**config.mk**
```make
export PLATFORM = sky130hd
export DESIGN_NAME = six_step_commutation_gate_driver_top_flat
export DESIGN_NICKNAME = d
export VERILOG_FILES = /design/src/hdl/ssc_pkg.sv /design/src/hdl/ssc_channels.sv /design/src/hdl/ssc_gate_map.sv /design/src/hdl/ssc_state.sv /design/src/hdl/six_step_commutation_gate_driver_top.sv /design/src/flat_wrapper.sv
export VERILOG_INCLUDE_DIRS = /design/src /design/src/hdl
export SDC_FILE = /design/constraint.sdc
export NUM_CORES = 1
export LEC_CHECK = 0
export ABC_AREA = 1
export BUFFER_PORTS_ARGS = -buffer_cell sky130_fd_sc_hd__buf_2
export CAP_MARGIN = 20
export CORE_UTILIZATION = 60
export CTS_BUF_LIST = sky130_fd_sc_hd__clkbuf_4 sky130_fd_sc_hd__clkbuf_8 sky130_fd_sc_hd__clkbuf_16
export DETAILED_ROUTE_END_ITERATION = 10
export GPL_ROUTABILITY_DRIVEN = 0
export GPL_TIMING_DRIVEN = 1
export PLACE_DENSITY = 0.79
export SYNTH_ARGS = -nofsm -noshare
export SYNTH_HDL_FRONTEND = slang
export SYNTH_SLANG_ARGS = --single-unit
```
**constraint.sdc**
```tcl
create_clock -name clk -period 16.73 [get_ports clk]
set_clock_uncertainty 0.05 [all_clocks]
set_input_delay 3.346 -clock clk [delete_from_list [all_inputs] [get_ports clk]]
set_output_delay 3.346 -clock clk [all_outputs]
set_load 0.005 [all_outputs]
```
**src/hdl/six_step_commutation_gate_driver_top_macros.svh**
```systemverilog
// ----------------------------------------------------------------------------
// six step commutation gate driver assertion macros
// overlapping-implication and next-cycle implication checks, removable by
// defining ASSERT_OFF
// ----------------------------------------------------------------------------
`ifndef SIX_STEP_COMMUTATION_GATE_DRIVER_TOP_MACROS_SVH
`define SIX_STEP_COMMUTATION_GATE_DRIVER_TOP_MACROS_SVH
`ifndef ASSERT_OFF
// consequent must hold in the same cycle as the antecedent
`define SSC_ASSERT_NOW(label, clk, rst_n, ante, cons) \
    label: assert property (@(posedge clk) disable iff (!rst_n) (ante) |-> (cons)) \
        else $error("ssc assertion failed");
// consequent must hold in the cycle after the antecedent
`define SSC_ASSERT_NEXT(label, clk, rst_n, ante, cons) \
    label: assert property (@(posedge clk) disable iff (!rst_n) (ante) |=> (cons)) \
        else $error("ssc assertion failed");
`else
`define SSC_ASSERT_NOW(label, clk, rst_n, ante, cons)
`define SSC_ASSERT_NEXT(label, clk, rst_n, ante, cons)
`endif
`endif

```
**src/hdl/ssc_pkg.sv**
```systemverilog
// ----------------------------------------------------------------------------
// ssc_pkg
// shared types, codes and lookup functions of the six-step commutation driver
// ----------------------------------------------------------------------------
package ssc_pkg;

    // widths
    localparam int COMPARE_BITS   = 16;
    localparam int PERIOD_BITS    = 16;
    localparam int DUTY_BITS      = 16;
    localparam int DUTY_FRAC_BITS = 15;
    localparam int NUM_GATES      = 6;
    localparam int CFG_DATA_BITS  = 16;
    localparam int CFG_INDEX_BITS = 1;

    localparam logic [COMPARE_BITS-1:0] CMP_FULL     = {COMPARE_BITS{1'b1}};
    localparam logic [PERIOD_BITS-1:0]  PERIOD_RESET = {PERIOD_BITS{1'b1}};
    localparam logic [DUTY_BITS-1:0]    DUTY_ONE     = DUTY_BITS'(1) << DUTY_FRAC_BITS;

    // configuration register indexes
    localparam logic [CFG_INDEX_BITS-1:0] CFG_PWM_PERIOD = 1'd0;
    localparam logic [CFG_INDEX_BITS-1:0] CFG_COMM_MODE  = 1'd1;

    // commands
    localparam logic [2:0] CMD_ARM      = 3'd0;
    localparam logic [2:0] CMD_OFF      = 3'd1;
    localparam logic [2:0] CMD_ADVANCE  = 3'd2;
    localparam logic [2:0] CMD_SET_STEP = 3'd3;
    localparam logic [2:0] CMD_SET_DUTY = 3'd4;

    // steps
    localparam logic [2:0] STEP_AB = 3'd0;
    localparam logic [2:0] STEP_AC = 3'd1;
    localparam logic [2:0] STEP_BA = 3'd2;
    localparam logic [2:0] STEP_BC = 3'd3;
    localparam logic [2:0] STEP_CA = 3'd4;
    localparam logic [2:0] STEP_CB = 3'd5;

    // commutation modes
    localparam logic [2:0] MODE_LOWON_PWMHIGH  = 3'd0;
    localparam logic [2:0] MODE_LOWON_PWMLOW   = 3'd1;
    localparam logic [2:0] MODE_LOWON_PWMBOTH  = 3'd2;
    localparam logic [2:0] MODE_HIGHON_PWMLOW  = 3'd3;
    localparam logic [2:0] MODE_HIGHON_PWMHIGH = 3'd4;
    localparam logic [2:0] MODE_HIGHON_PWMBOTH = 3'd5;

    // phases
    localparam logic [1:0] PHASE_A = 2'd0;
    localparam logic [1:0] PHASE_B = 2'd1;
    localparam logic [1:0] PHASE_C = 2'd2;

    // gate roles
    localparam logic [1:0] ROLE_OFF = 2'd0;
    localparam logic [1:0] ROLE_ON  = 2'd1;
    localparam logic [1:0] ROLE_PWM = 2'd2;

    // role slots within a mode
    localparam logic [1:0] SLOT_FIRST_LOW   = 2'd0;
    localparam logic [1:0] SLOT_FIRST_HIGH  = 2'd1;
    localparam logic [1:0] SLOT_SECOND_LOW  = 2'd2;
    localparam logic [1:0] SLOT_SECOND_HIGH = 2'd3;

    // gate order: a_low, a_high, b_low, b_high, c_low, c_high
    localparam int GATE_A_LOW  = 0;
    localparam int GATE_A_HIGH = 1;
    localparam int GATE_B_LOW  = 2;
    localparam int GATE_B_HIGH = 3;
    localparam int GATE_C_LOW  = 4;
    localparam int GATE_C_HIGH = 5;

    typedef logic [NUM_GATES-1:0][COMPARE_BITS-1:0] gates_t;

    typedef struct packed {
        logic [2:0]           command;
        logic [2:0]           step_value;
        logic [DUTY_BITS-1:0] duty_fraction;
    } cmd_t;

    typedef struct packed {
        gates_t     gates;
        logic [2:0] step;
        logic       armed;
        logic       fault;
    } res_t;

    // control from the pipeline to the state block
    typedef struct packed {
        logic fire;
        cmd_t item;
    } ctl_t;

    // advance order AB>CB>CA>BA>BC>AC>AB, bad steps count as AB
    function automatic logic [2:0] step_advance(input logic [2:0] s);
        logic [2:0] n;
        unique case (s)
            STEP_AC: n = STEP_AB;
            STEP_BA: n = STEP_BC;
            STEP_BC: n = STEP_AC;
            STEP_CA: n = STEP_BA;
            STEP_CB: n = STEP_CA;
            default: n = STEP_CB;
        endcase
        return n;
    endfunction

    function automatic logic [1:0] step_first_phase(input logic [2:0] s);
        logic [1:0] p;
        unique case (s) inside
            STEP_AB, STEP_AC: p = PHASE_A;
            STEP_BA, STEP_BC: p = PHASE_B;
            default:          p = PHASE_C;
        endcase
        return p;
    endfunction

    function automatic logic [1:0] step_second_phase(input logic [2:0] s);
        logic [1:0] p;
        unique case (s) inside
            STEP_BA, STEP_CA: p = PHASE_A;
            STEP_AB, STEP_CB: p = PHASE_B;
            default:          p = PHASE_C;
        endcase
        return p;
    endfunction

    // low-on modes drive the first low gate on, high-on modes the first high gate
    function automatic logic [1:0] mode_role(input logic [2:0] mode, input logic [1:0] slot);
        logic       low_on;
        logic       pwm_low;
        logic       pwm_high;
        logic [1:0] r;
        low_on   = (mode == MODE_LOWON_PWMHIGH) || (mode == MODE_LOWON_PWMLOW)
                || (mode == MODE_LOWON_PWMBOTH);
        pwm_low  = (mode == MODE_LOWON_PWMLOW) || (mode == MODE_LOWON_PWMBOTH)
                || (mode == MODE_HIGHON_PWMLOW) || (mode == MODE_HIGHON_PWMBOTH);
        pwm_high = (mode == MODE_LOWON_PWMHIGH) || (mode == MODE_LOWON_PWMBOTH)
                || (mode == MODE_HIGHON_PWMHIGH) || (mode == MODE_HIGHON_PWMBOTH);
        unique case (slot)
            SLOT_FIRST_LOW:  r = low_on ? ROLE_ON : ROLE_OFF;
            SLOT_FIRST_HIGH: r = low_on ? ROLE_OFF : ROLE_ON;
            SLOT_SECOND_LOW: r = pwm_low ? ROLE_PWM : ROLE_OFF;
            default:         r = pwm_high ? ROLE_PWM : ROLE_OFF;
        endcase
        return r;
    endfunction

endpackage

```
**src/hdl/ssc_channels.sv**
```systemverilog
// ----------------------------------------------------------------------------
// ssc channels
// valid/ready channels for command items and result items
// ----------------------------------------------------------------------------
interface ssc_cmd_if
    import ssc_pkg::*;
();
    logic                 valid;
    logic                 ready;
    logic [2:0]           command;
    logic [2:0]           step_value;
    logic [DUTY_BITS-1:0] duty_fraction;

    modport source (output valid, command, step_value, duty_fraction, input ready);
    modport sink (input valid, command, step_value, duty_fraction, output ready);
endinterface

interface ssc_res_if
    import ssc_pkg::*;
();
    logic                    valid;
    logic                    ready;
    logic [COMPARE_BITS-1:0] compare_a_low;
    logic [COMPARE_BITS-1:0] compare_a_high;
    logic [COMPARE_BITS-1:0] compare_b_low;
    logic [COMPARE_BITS-1:0] compare_b_high;
    logic [COMPARE_BITS-1:0] compare_c_low;
    logic [COMPARE_BITS-1:0] compare_c_high;
    logic [2:0]              current_step;
    logic                    is_armed;
    logic                    fault;

    modport source (output valid, compare_a_low, compare_a_high, compare_b_low,
                    compare_b_high, compare_c_low, compare_c_high, current_step,
                    is_armed, fault, input ready);
    modport sink (input valid, compare_a_low, compare_a_high, compare_b_low,
                  compare_b_high, compare_c_low, compare_c_high, current_step,
                  is_armed, fault, output ready);
endinterface

```
**src/hdl/ssc_gate_map.sv**
```systemverilog
// ----------------------------------------------------------------------------
// ssc_gate_map
// maps the mode's gate roles onto the two active phases of a step and turns
// each role into a compare value
// ----------------------------------------------------------------------------
module ssc_gate_map
    import ssc_pkg::*;
(
    input  logic [2:0]              step,
    input  logic [2:0]              mode,
    input  logic                    armed,
    input  logic [COMPARE_BITS-1:0] duty,
    output gates_t                  gates
);

    logic [1:0] p1;
    logic [1:0] p2;

    assign p1 = step_first_phase(step);
    assign p2 = step_second_phase(step);

    // per gate: pick the role slot, then the compare value
    always_comb
    begin
        logic [1:0] role;
        logic [1:0] phase;
        logic       high;
        for (int g = 0; g < NUM_GATES; g++)
        begin
            phase = 2'(g / 2);
            high  = 1'(g % 2);
            role  = ROLE_OFF;
            if (phase == p1)
                role = mode_role(mode, high ? SLOT_FIRST_HIGH : SLOT_FIRST_LOW);
            else if (phase == p2)
                role = mode_role(mode, high ? SLOT_SECOND_HIGH : SLOT_SECOND_LOW);
            case (role)
                ROLE_ON:  gates[g] = armed ? CMP_FULL : '0;
                ROLE_PWM: gates[g] = armed ? duty : '0;
                default:  gates[g] = '0;
            endcase
        end
    end

endmodule

```
**src/hdl/ssc_state.sv**
```systemverilog
// ----------------------------------------------------------------------------
// ssc_state
// driver state and configuration registers with the per-item update logic
// ----------------------------------------------------------------------------
`include "six_step_commutation_gate_driver_top_macros.svh"

module ssc_state
    import ssc_pkg::*;
(
    input  logic                      clk,
    input  logic                      rst_n,
    input  logic                      cfg_we,
    input  logic [CFG_INDEX_BITS-1:0] cfg_index,
    input  logic [CFG_DATA_BITS-1:0]  cfg_data,
    input  ctl_t                      ctl,
    output res_t                      result
);

    logic [PERIOD_BITS-1:0]  period_reg;
    logic [2:0]              mode_reg;
    logic [2:0]              step_reg;
    logic [2:0]              step_next;
    logic                    armed_reg;
    logic                    armed_next;
    logic [COMPARE_BITS-1:0] duty_reg;
    logic [COMPARE_BITS-1:0] duty_next;
    gates_t                  gate_reg;
    gates_t                  gate_next;
    logic                    fault;

    logic [2:0]                                     target_step;
    gates_t                                         mapped_gates;
    logic                                           mode_bad;
    logic [PERIOD_BITS+DUTY_BITS-1:0]               duty_product;
    logic [PERIOD_BITS+DUTY_BITS-DUTY_FRAC_BITS-1:0] duty_scaled;
    logic [COMPARE_BITS-1:0]                        duty_sat;

    // configuration writes
    always_ff @(posedge clk or negedge rst_n)
    begin
        if (!rst_n)
        begin
            period_reg <= PERIOD_RESET;
            mode_reg   <= MODE_LOWON_PWMHIGH;
        end
        else if (cfg_we)
        begin
            unique case (cfg_index)
                CFG_PWM_PERIOD: period_reg <= cfg_data[PERIOD_BITS-1:0];
                default:        mode_reg   <= cfg_data[2:0];
            endcase
        end
    end

    // step the item targets and the gates it would drive
    assign target_step = (ctl.item.command == CMD_ADVANCE) ? step_advance(step_reg)
                                                           : ctl.item.step_value;
    assign mode_bad    = mode_reg > MODE_HIGHON_PWMBOTH;

    ssc_gate_map u_gate_map (
        .step  (target_step),
        .mode  (mode_reg),
        .armed (armed_reg),
        .duty  (duty_reg),
        .gates (mapped_gates)
    );

    // period times duty, Q1.15 scaled back down and clamped to the full value
    assign duty_product = period_reg * ctl.item.duty_fraction;
    assign duty_scaled  = duty_product[PERIOD_BITS+DUTY_BITS-1:DUTY_FRAC_BITS];
    assign duty_sat     = (64'(duty_scaled) > 64'(CMP_FULL)) ? CMP_FULL
                                                             : COMPARE_BITS'(duty_scaled);

    // command decode
    always_comb
    begin
        step_next  = step_reg;
        armed_next = armed_reg;
        duty_next  = duty_reg;
        gate_next  = gate_reg;
        fault      = 1'b0;
        unique case (ctl.item.command) inside
            CMD_ARM:
            begin
                armed_next = 1'b1;
            end
            CMD_OFF:
            begin
                armed_next = 1'b0;
                duty_next  = '0;
                gate_next  = '0;
            end
            CMD_ADVANCE, CMD_SET_STEP:
            begin
                if (target_step > STEP_CB)
                begin
                    // only set step can name a bad step; the step is kept
                    armed_next = 1'b0;
                    duty_next  = '0;
                    gate_next  = '0;
                    fault      = 1'b1;
                end
                else
                begin
                    step_next = target_step;
                    if (mode_bad)
                    begin
                        armed_next = 1'b0;
                        duty_next  = '0;
                        gate_next  = '0;
                        fault      = 1'b1;
                    end
                    else
                    begin
                        gate_next = mapped_gates;
                    end
                end
            end
            CMD_SET_DUTY:
            begin
                if (ctl.item.duty_fraction > DUTY_ONE)
                begin
                    armed_next = 1'b0;
                    duty_next  = '0;
                    gate_next  = '0;
                    fault      = 1'b1;
                end
                else
                begin
                    duty_next = duty_sat;
                end
            end
            default:
            begin
                fault = 1'b0;
            end
        endcase
    end

    // state update, one item per fire
    always_ff @(posedge clk or negedge rst_n)
    begin
        if (!rst_n)
        begin
            step_reg  <= STEP_AB;
            armed_reg <= 1'b0;
            duty_reg  <= '0;
            gate_reg  <= '0;
        end
        else if (ctl.fire)
        begin
            step_reg  <= step_next;
            armed_reg <= armed_next;
            duty_reg  <= duty_next;
            gate_reg  <= gate_next;
        end
    end

    assign result.gates = gate_next;
    assign result.step  = step_next;
    assign result.armed = armed_next;
    assign result.fault = fault;

    // checks
    `SSC_ASSERT_NOW(a_disarmed_gates_zero, clk, rst_n, !armed_reg, gate_reg == '0)
    `SSC_ASSERT_NOW(a_step_in_range, clk, rst_n, 1'b1, step_reg <= STEP_CB)
    `SSC_ASSERT_NEXT(a_fault_disarms, clk, rst_n, ctl.fire && fault, !armed_reg && duty_reg == '0)

endmodule

```
**src/hdl/six_step_commutation_gate_driver_top.sv**
```systemverilog
// ----------------------------------------------------------------------------
// six_step_commutation_gate_driver_top
// six-step BLDC commutation driver: command items in, gate compare items out
// ----------------------------------------------------------------------------
// One item per clock cycle, sustained while res.ready is held high. Each
// accepted command item goes into an input register, is evaluated against the
// driver state (step table lookup, mode role mapping and one 16x16 duty
// multiply) and its result goes into the output register, from which it is
// presented. A result waiting on the output side holds the output register
// while the input register still takes one more item; the input side stalls
// only when both are full. Every command gives exactly one result.
// Configuration registers (0 pwm_period, 1 commutation_mode) are written
// through cfg_we/cfg_index/cfg_data; the user must do so only while no item
// is in flight, as the block itself does not enforce this.
// ----------------------------------------------------------------------------
`include "six_step_commutation_gate_driver_top_macros.svh"

module six_step_commutation_gate_driver_top
    import ssc_pkg::*;
(
    input  logic                      clk,
    input  logic                      rst_n,
    input  logic                      cfg_we,
    input  logic [CFG_INDEX_BITS-1:0] cfg_index,
    input  logic [CFG_DATA_BITS-1:0]  cfg_data,
    ssc_cmd_if.sink                   cmd,
    ssc_res_if.source                 res
);

    logic s1_valid_reg;
    cmd_t s1_item_reg;
    logic out_valid_reg;
    res_t out_reg;
    logic advance;
    ctl_t ctl;
    res_t result;

    // the output register can take a new item when empty or being read
    assign advance   = !out_valid_reg || res.ready;
    assign cmd.ready = !s1_valid_reg || advance;

    // input register
    always_ff @(posedge clk or negedge rst_n)
    begin
        if (!rst_n)
        begin
            s1_valid_reg <= 1'b0;
        end
        else if (cmd.ready)
        begin
            s1_valid_reg <= cmd.valid;
        end
    end

    always_ff @(posedge clk)
    begin
        if (cmd.valid && cmd.ready)
        begin
            s1_item_reg.command       <= cmd.command;
            s1_item_reg.step_value    <= cmd.step_value;
            s1_item_reg.duty_fraction <= cmd.duty_fraction;
        end
    end

    // evaluate the held item
    assign ctl.fire = s1_valid_reg && advance;
    assign ctl.item = s1_item_reg;

    ssc_state u_state (
        .clk       (clk),
        .rst_n     (rst_n),
        .cfg_we    (cfg_we),
        .cfg_index (cfg_index),
        .cfg_data  (cfg_data),
        .ctl       (ctl),
        .result    (result)
    );

    // output register
    always_ff @(posedge clk or negedge rst_n)
    begin
        if (!rst_n)
        begin
            out_valid_reg <= 1'b0;
        end
        else if (advance)
        begin
            out_valid_reg <= s1_valid_reg;
        end
    end

    always_ff @(posedge clk)
    begin
        if (ctl.fire)
        begin
            out_reg <= result;
        end
    end

    assign res.valid          = out_valid_reg;
    assign res.compare_a_low  = out_reg.gates[GATE_A_LOW];
    assign res.compare_a_high = out_reg.gates[GATE_A_HIGH];
    assign res.compare_b_low  = out_reg.gates[GATE_B_LOW];
    assign res.compare_b_high = out_reg.gates[GATE_B_HIGH];
    assign res.compare_c_low  = out_reg.gates[GATE_C_LOW];
    assign res.compare_c_high = out_reg.gates[GATE_C_HIGH];
    assign res.current_step   = out_reg.step;
    assign res.is_armed       = out_reg.armed;
    assign res.fault          = out_reg.fault;

    // checks
    `SSC_ASSERT_NEXT(a_fire_fills_output, clk, rst_n, ctl.fire, out_valid_reg)
    `SSC_ASSERT_NEXT(a_stalled_item_held, clk, rst_n, s1_valid_reg && !advance, s1_valid_reg && $stable(s1_item_reg))

endmodule
```
**src/flat_wrapper.sv**
```systemverilog
// flat-port wrapper written by rule: the top's interface ports become plain ports
module six_step_commutation_gate_driver_top_flat import ssc_pkg::*;
  (clk, rst_n, cfg_we, cfg_index, cfg_data, cmd_valid, cmd_command, cmd_step_value, cmd_duty_fraction, cmd_ready, res_valid, res_compare_a_low, res_compare_a_high, res_compare_b_low, res_compare_b_high, res_compare_c_low, res_compare_c_high, res_current_step, res_is_armed, res_fault, res_ready);
  ssc_cmd_if cmd_i ();
  ssc_res_if res_i ();
  input  logic clk;
  input  logic rst_n;
  input  logic cfg_we;
  input  logic [CFG_INDEX_BITS-1:0] cfg_index;
  input  logic [CFG_DATA_BITS-1:0] cfg_data;
  input wire logic [$bits(cmd_i.valid)-1:0] cmd_valid;
  input wire logic [$bits(cmd_i.command)-1:0] cmd_command;
  input wire logic [$bits(cmd_i.step_value)-1:0] cmd_step_value;
  input wire logic [$bits(cmd_i.duty_fraction)-1:0] cmd_duty_fraction;
  output wire logic [$bits(cmd_i.ready)-1:0] cmd_ready;
  output wire logic [$bits(res_i.valid)-1:0] res_valid;
  output wire logic [$bits(res_i.compare_a_low)-1:0] res_compare_a_low;
  output wire logic [$bits(res_i.compare_a_high)-1:0] res_compare_a_high;
  output wire logic [$bits(res_i.compare_b_low)-1:0] res_compare_b_low;
  output wire logic [$bits(res_i.compare_b_high)-1:0] res_compare_b_high;
  output wire logic [$bits(res_i.compare_c_low)-1:0] res_compare_c_low;
  output wire logic [$bits(res_i.compare_c_high)-1:0] res_compare_c_high;
  output wire logic [$bits(res_i.current_step)-1:0] res_current_step;
  output wire logic [$bits(res_i.is_armed)-1:0] res_is_armed;
  output wire logic [$bits(res_i.fault)-1:0] res_fault;
  input wire logic [$bits(res_i.ready)-1:0] res_ready;
  assign cmd_i.valid = cmd_valid;
  assign cmd_i.command = cmd_command;
  assign cmd_i.step_value = cmd_step_value;
  assign cmd_i.duty_fraction = cmd_duty_fraction;
  assign cmd_ready = cmd_i.ready;
  assign res_valid = res_i.valid;
  assign res_compare_a_low = res_i.compare_a_low;
  assign res_compare_a_high = res_i.compare_a_high;
  assign res_compare_b_low = res_i.compare_b_low;
  assign res_compare_b_high = res_i.compare_b_high;
  assign res_compare_c_low = res_i.compare_c_low;
  assign res_compare_c_high = res_i.compare_c_high;
  assign res_current_step = res_i.current_step;
  assign res_is_armed = res_i.is_armed;
  assign res_fault = res_i.fault;
  assign res_i.ready = res_ready;
  six_step_commutation_gate_driver_top u_core (.clk(clk), .rst_n(rst_n), .cfg_we(cfg_we), .cfg_index(cfg_index), .cfg_data(cfg_data), .cmd(cmd_i), .res(res_i));
endmodule
```
# Word level (Yosys, flattened, before mapping)
# Index checks and enable logic that the tools add are counted.
[totals] ff_bits=260 latchBits=0 ram_bits=0 mem_bits_ro=0 inputBits=44 out_inout_bits=103 word_cells=142 mem_count=0
[classes] n_addsub=0 mul=1 n_div=0 order_cmp=4 eq_ne=36 shift=0 mux=47 n_bitwise=1 reduce_logical=28
[op_table] operator="$mux W96" n=3
[op_table] operator="$pmux W96 S3" n=1
[op_table] operator="$pmux W16 S2" n=6
[op_table] operator="$mux W16" n=6
[op_table] operator="$pmux W16 S3" n=1
[op_table] operator="$mul A16 B16 Y32" n=1
[op_table] operator="$mux W2" n=14
[op_table] operator="$eq A3 B2 Y1 const B" n=8
[op_table] operator="$eq A3 B3 Y1 const B" n=7
[op_table] operator="$gt A17 B16 Y1 const B" n=1
[op_table] operator="$gt A16 B16 Y1 const B" n=1
[op_table] operator="$pmux W3 S5" n=1
[op_table] operator="$eq A2 B1 Y1 const B" n=6
[op_table] operator="$eq A2 B2 Y1 const B" n=6
[op_table] operator="$eq A3 B1 Y1 const B" n=4
[op_table] operator="$logic_or A1 B1 Y1" n=10
[op_table] operator="$reduce_or A2 Y1" n=5
[op_table] operator="$logic_not A3 Y1" n=3
[op_table] operator="$mux W3" n=3
[op_table] operator="$mux W1" n=8
[op_table] operator="$pmux W2 S2" n=2
[op_table] operator="$gt A3 B3 Y1 const B" n=2
[op_table] operator="$eq A1 B2 Y1 const A" n=2
[op_table] operator="$eq A2 B2 Y1 const A" n=2
[op_table] operator="other kinds (10)" n=14

# Longest topological paths before layout
[logic_depth] word_depth=14 ltp_mapped=31

# By module
# A second synthesis with hierarchy kept.
[unflattened] cells_unflattened=2562 hier_area_um2=21142.8
[by_module_without_submodules] mod="ssc_state" instances=1 cells_each=2115 area_each_um2=15890.2 seq_area_each_um2=3398.3
[by_module_without_submodules] mod="six_step_commutation_gate_driver_top" instances=1 cells_each=135 area_each_um2=3788.6 seq_area_each_um2=3743.6
[by_module_without_submodules] mod="ssc_gate_map" instances=1 cells_each=312 area_each_um2=1463.9 seq_area_each_um2=0.0

# Worst setup path before layout
# Ideal clock, no wire load.
[synth_timing] path_type="input port to output port" from="input res_ready" to="output cmd_ready" t_arrival_ns=3.495 slack_ns=9.839 cell_stages=2 path_buffers=0 cell_sequence="inv_1 > nand3_1"
[synth_between] elab_chain_len=2
[synth_lines] item="start: declaration" line="flat_wrapper.sv:26" rtl="input wire logic [$bits(res_i.ready)-1:0] res_ready;"
[synth_lines] item="$logic_or A1 B1 Y1" line="six_step_commutation_gate_driver_top.sv:39" rtl="assign advance = !out_valid_reg || res.ready;"
[synth_lines] item="$logic_or A1 B1 Y1" line="six_step_commutation_gate_driver_top.sv:40" rtl="assign cmd.ready = !s1_valid_reg || advance;"
[synth_lines] item="end: declaration" line="flat_wrapper.sv:15" rtl="output wire logic [$bits(cmd_i.ready)-1:0] cmd_ready;"
# Every way passes these cells.

# Worst setup path after layout
# Same ends and word-level chain as after synthesis.

==> results.md <==
- Max H-tree Level: 1
- Highest Clock Rate: 140 MHz
- Cell taking the most area after synthesis: fa_1
- Vias: between 15000 and 20000
- Synthesized area per cell: around 8.2 um2
- Clock-pin slew on the worst setup and hold paths: 0.06 ns
- Routed Antenna Nets: 0
- Antenna violations before repair: 0
- Synthesized Nets: between 2000 and 3000
- Nets: roughly 2900
- Fill cells: approximately 2700
- Crit. Startpoint: res_ready
- DR WL/cell: about 16 um
- Synth Instances: 2516
- Final hold vios: 0
- Post-route minimum period: ~7.2 ns
- Outcome: finished, final reports clean
- CTS tree: yes
- Commonest cells post-synth: nand2_1 (932), inv_1 (426), fa_1 (193)
- CTS Hold Buffers Added: 0
- Drt first pass iters: 6
- Max-capacitance violation count: 0
- Post-CTS sizing: 0
- Detail Placement HPWL: 35700 um
- Seq/Total Area, Yosys: 0.347
- Crit Reg-Reg Startpoint: u_core.ctl[1]$_DFFE_PP_
- Clk buf depth: 3
- Die height: 187 um
- Largest net degree at the start of global routing: ~180
- Req. time, crit path: roughly 13 ns
- Clock sinks: 260
- Area grow syn2layout: 8.64%
- Worst Hold Launch: u_core.u_state.gate_reg[56]$_DFFE_PN0P_
- Post-CTS Setup Inserts: 0
- Synth cell types: 45
- N_diodes: 0
- Largest register FFs: 96
- Post-synth top area share: 0.188
- Max Slew Vio Count: 0
- Die Span X: approximately 190 um
- Relative slew slack: 0.255
- Yosys reg bits: 260
- GRT overflow: 0
- Routed WL: roughly 50000 um
- Crit share post-route: 0.428
- Ys flop type: edfxtp_1
- CP Launch Type: input port
- Rows: 67
- Crit Path Class: input port to primary output
- CTS Buf Count: 28
- DRC Markers: 0
- Critical Path End Type: primary output
- Share of flip-flops with an asynchronous set or reset: 0.527
- Arrival time worst endpoint: 3.76 ns
- Vias in the first global route: around 17000
- Post-Syn Area: about 21000 um2
- Worst skew pair latency: between 0.5 and 0.6 ns
- Root buffer cell: clkbuf_16
- Number of vias per cell: between 5 and 6
- Min-delay worst type: flop to flop
- Final number of setup-violating endpoints: 0
- Slew of the pin with the lowest slew margin: between 1 and 1.5 ns
- Setup TNS: 0 ns
- # IOs: ~150
- Most frequent cell after synthesis: nand2_1
- CP Max Fanout: 3
- Layout cell share with drive strength beyond 1: 0.107
- Yosys warns: 0
- RSZ-0062 raised after global routing: no
- Die area: roughly 35000 um2
- Initial Util: 0.612
- Post-synth EDFFs: about 120
- First-pass GRT wire length: 82600 um
- Core area: between 30000 and 40000 um2
- IO buf count: 146
- Gr usage total: 0.293
- Top post-synthesis cells by area: fa_1 (19%), edfxtp_1 (18%), nand2_1 (17%), dfrtp_1 (15%), inv_1 (7.8%)
- Iter 0 DRT Violations: 1564
cell usage in the layout (no fill, tap or decap), types with 23 or more instances in the layout:
cell type / count
nor2_1: 119
a21oi_1: 65
edfxtp_1: 123
ha_1: 105
inv_1: 426
nand2_1: 931
nand2_2: 27
a31oi_1: 66
nand3_1: 30
fa_1: 193
clkbuf_16: 28
o21ai_0: 67
buf_2: 145
nand4_1: 23
dfrtp_1: 121
through the flow:
| stage | util | setup WS [ns] | std cells | hold WS [ns] | cell area [um2] |
|---|---|---|---|---|---|
| after floorplan | - | 9.84 | 2516 | 0.399 | 20600 |
| final | 0.665 | 9.57 | 3038 | 0.428 | 22400 |
| after CTS | 0.665 | 9.56 | 3038 | 0.432 | 22400 |
| after detailed placement | 0.637 | 9.56 | 2986 | 0.415 | 21400 |
| after global routing | 0.665 | 9.50 | 3038 | 0.443 | 22400 |
| after global placement | 0.636 | 9.58 | 2985 | 0.411 | 21400 |
cell families after synthesis:
group | count (synthesis) | share of synthesized area
and+or+nand+nor | 1159 | 0.226
AOI/OAI and AO/OA | 215 | 0.0591
muxes | 13 | 0.00711
xor gates and xnor gates | 8 | 0.00340
adders and majority gates | 298 | 0.252
buffers and inverters | 563 | 0.106
DFF | 260 | 0.347
per-layer routing:
metal / global-route usage / vias to the layer above / routed length (um)
li1: - / 7777 / -
met2: 0.472 / 827 / 23100
met3: 0.0591 / 124 / 4670
met1: 0.398 / 7866 / 20100
met4: 0.101 / 0 / 1510
met5: 0 / - / 0
worst max-delay path, cell delays in order:
cell and delay [ns]:
buf_2 0.10, inv_1 0.07, nand3_1 0.10, buf_2 0.15
cell type report:
cell class                      count  area (um2)  share of cell area
Clock buffer                       32         737              0.0330
Sequential cell                   260        7140               0.319
Inverter                          433        1630              0.0730
Tap cell                          448         561              0.0251
Timing Repair Buffer              152         802              0.0359
Clock inverter                     20         221             0.00990
Multi-Input combinational cell   1693       11300               0.504
path summary, 6_finish.rpt:
path | cells after the start | slack, ns | end
max reg2reg | 24 | 10.49 | u_core.u_state.duty_reg[2]$_DFFE_PN0P_
max | 4 | 9.57 | cmd_ready
max in group asynchronous | 2 | 12.43 | u_core.u_state.gate_reg[34]$_DFFE_PN0P_
min reg2reg | 2 | 0.43 | u_core.u_state.gate_reg[56]$_DFFE_PN0P_
min in group asynchronous | 1 | 2.72 | u_core.u_state.gate_reg[82]$_DFFE_PN0P_
min | 2 | 0.43 | u_core.u_state.gate_reg[56]$_DFFE_PN0P_
Power is left out: the tool's default activity adds up to more than one toggle a clock period on the data nets, which glitch-free logic cannot reach.
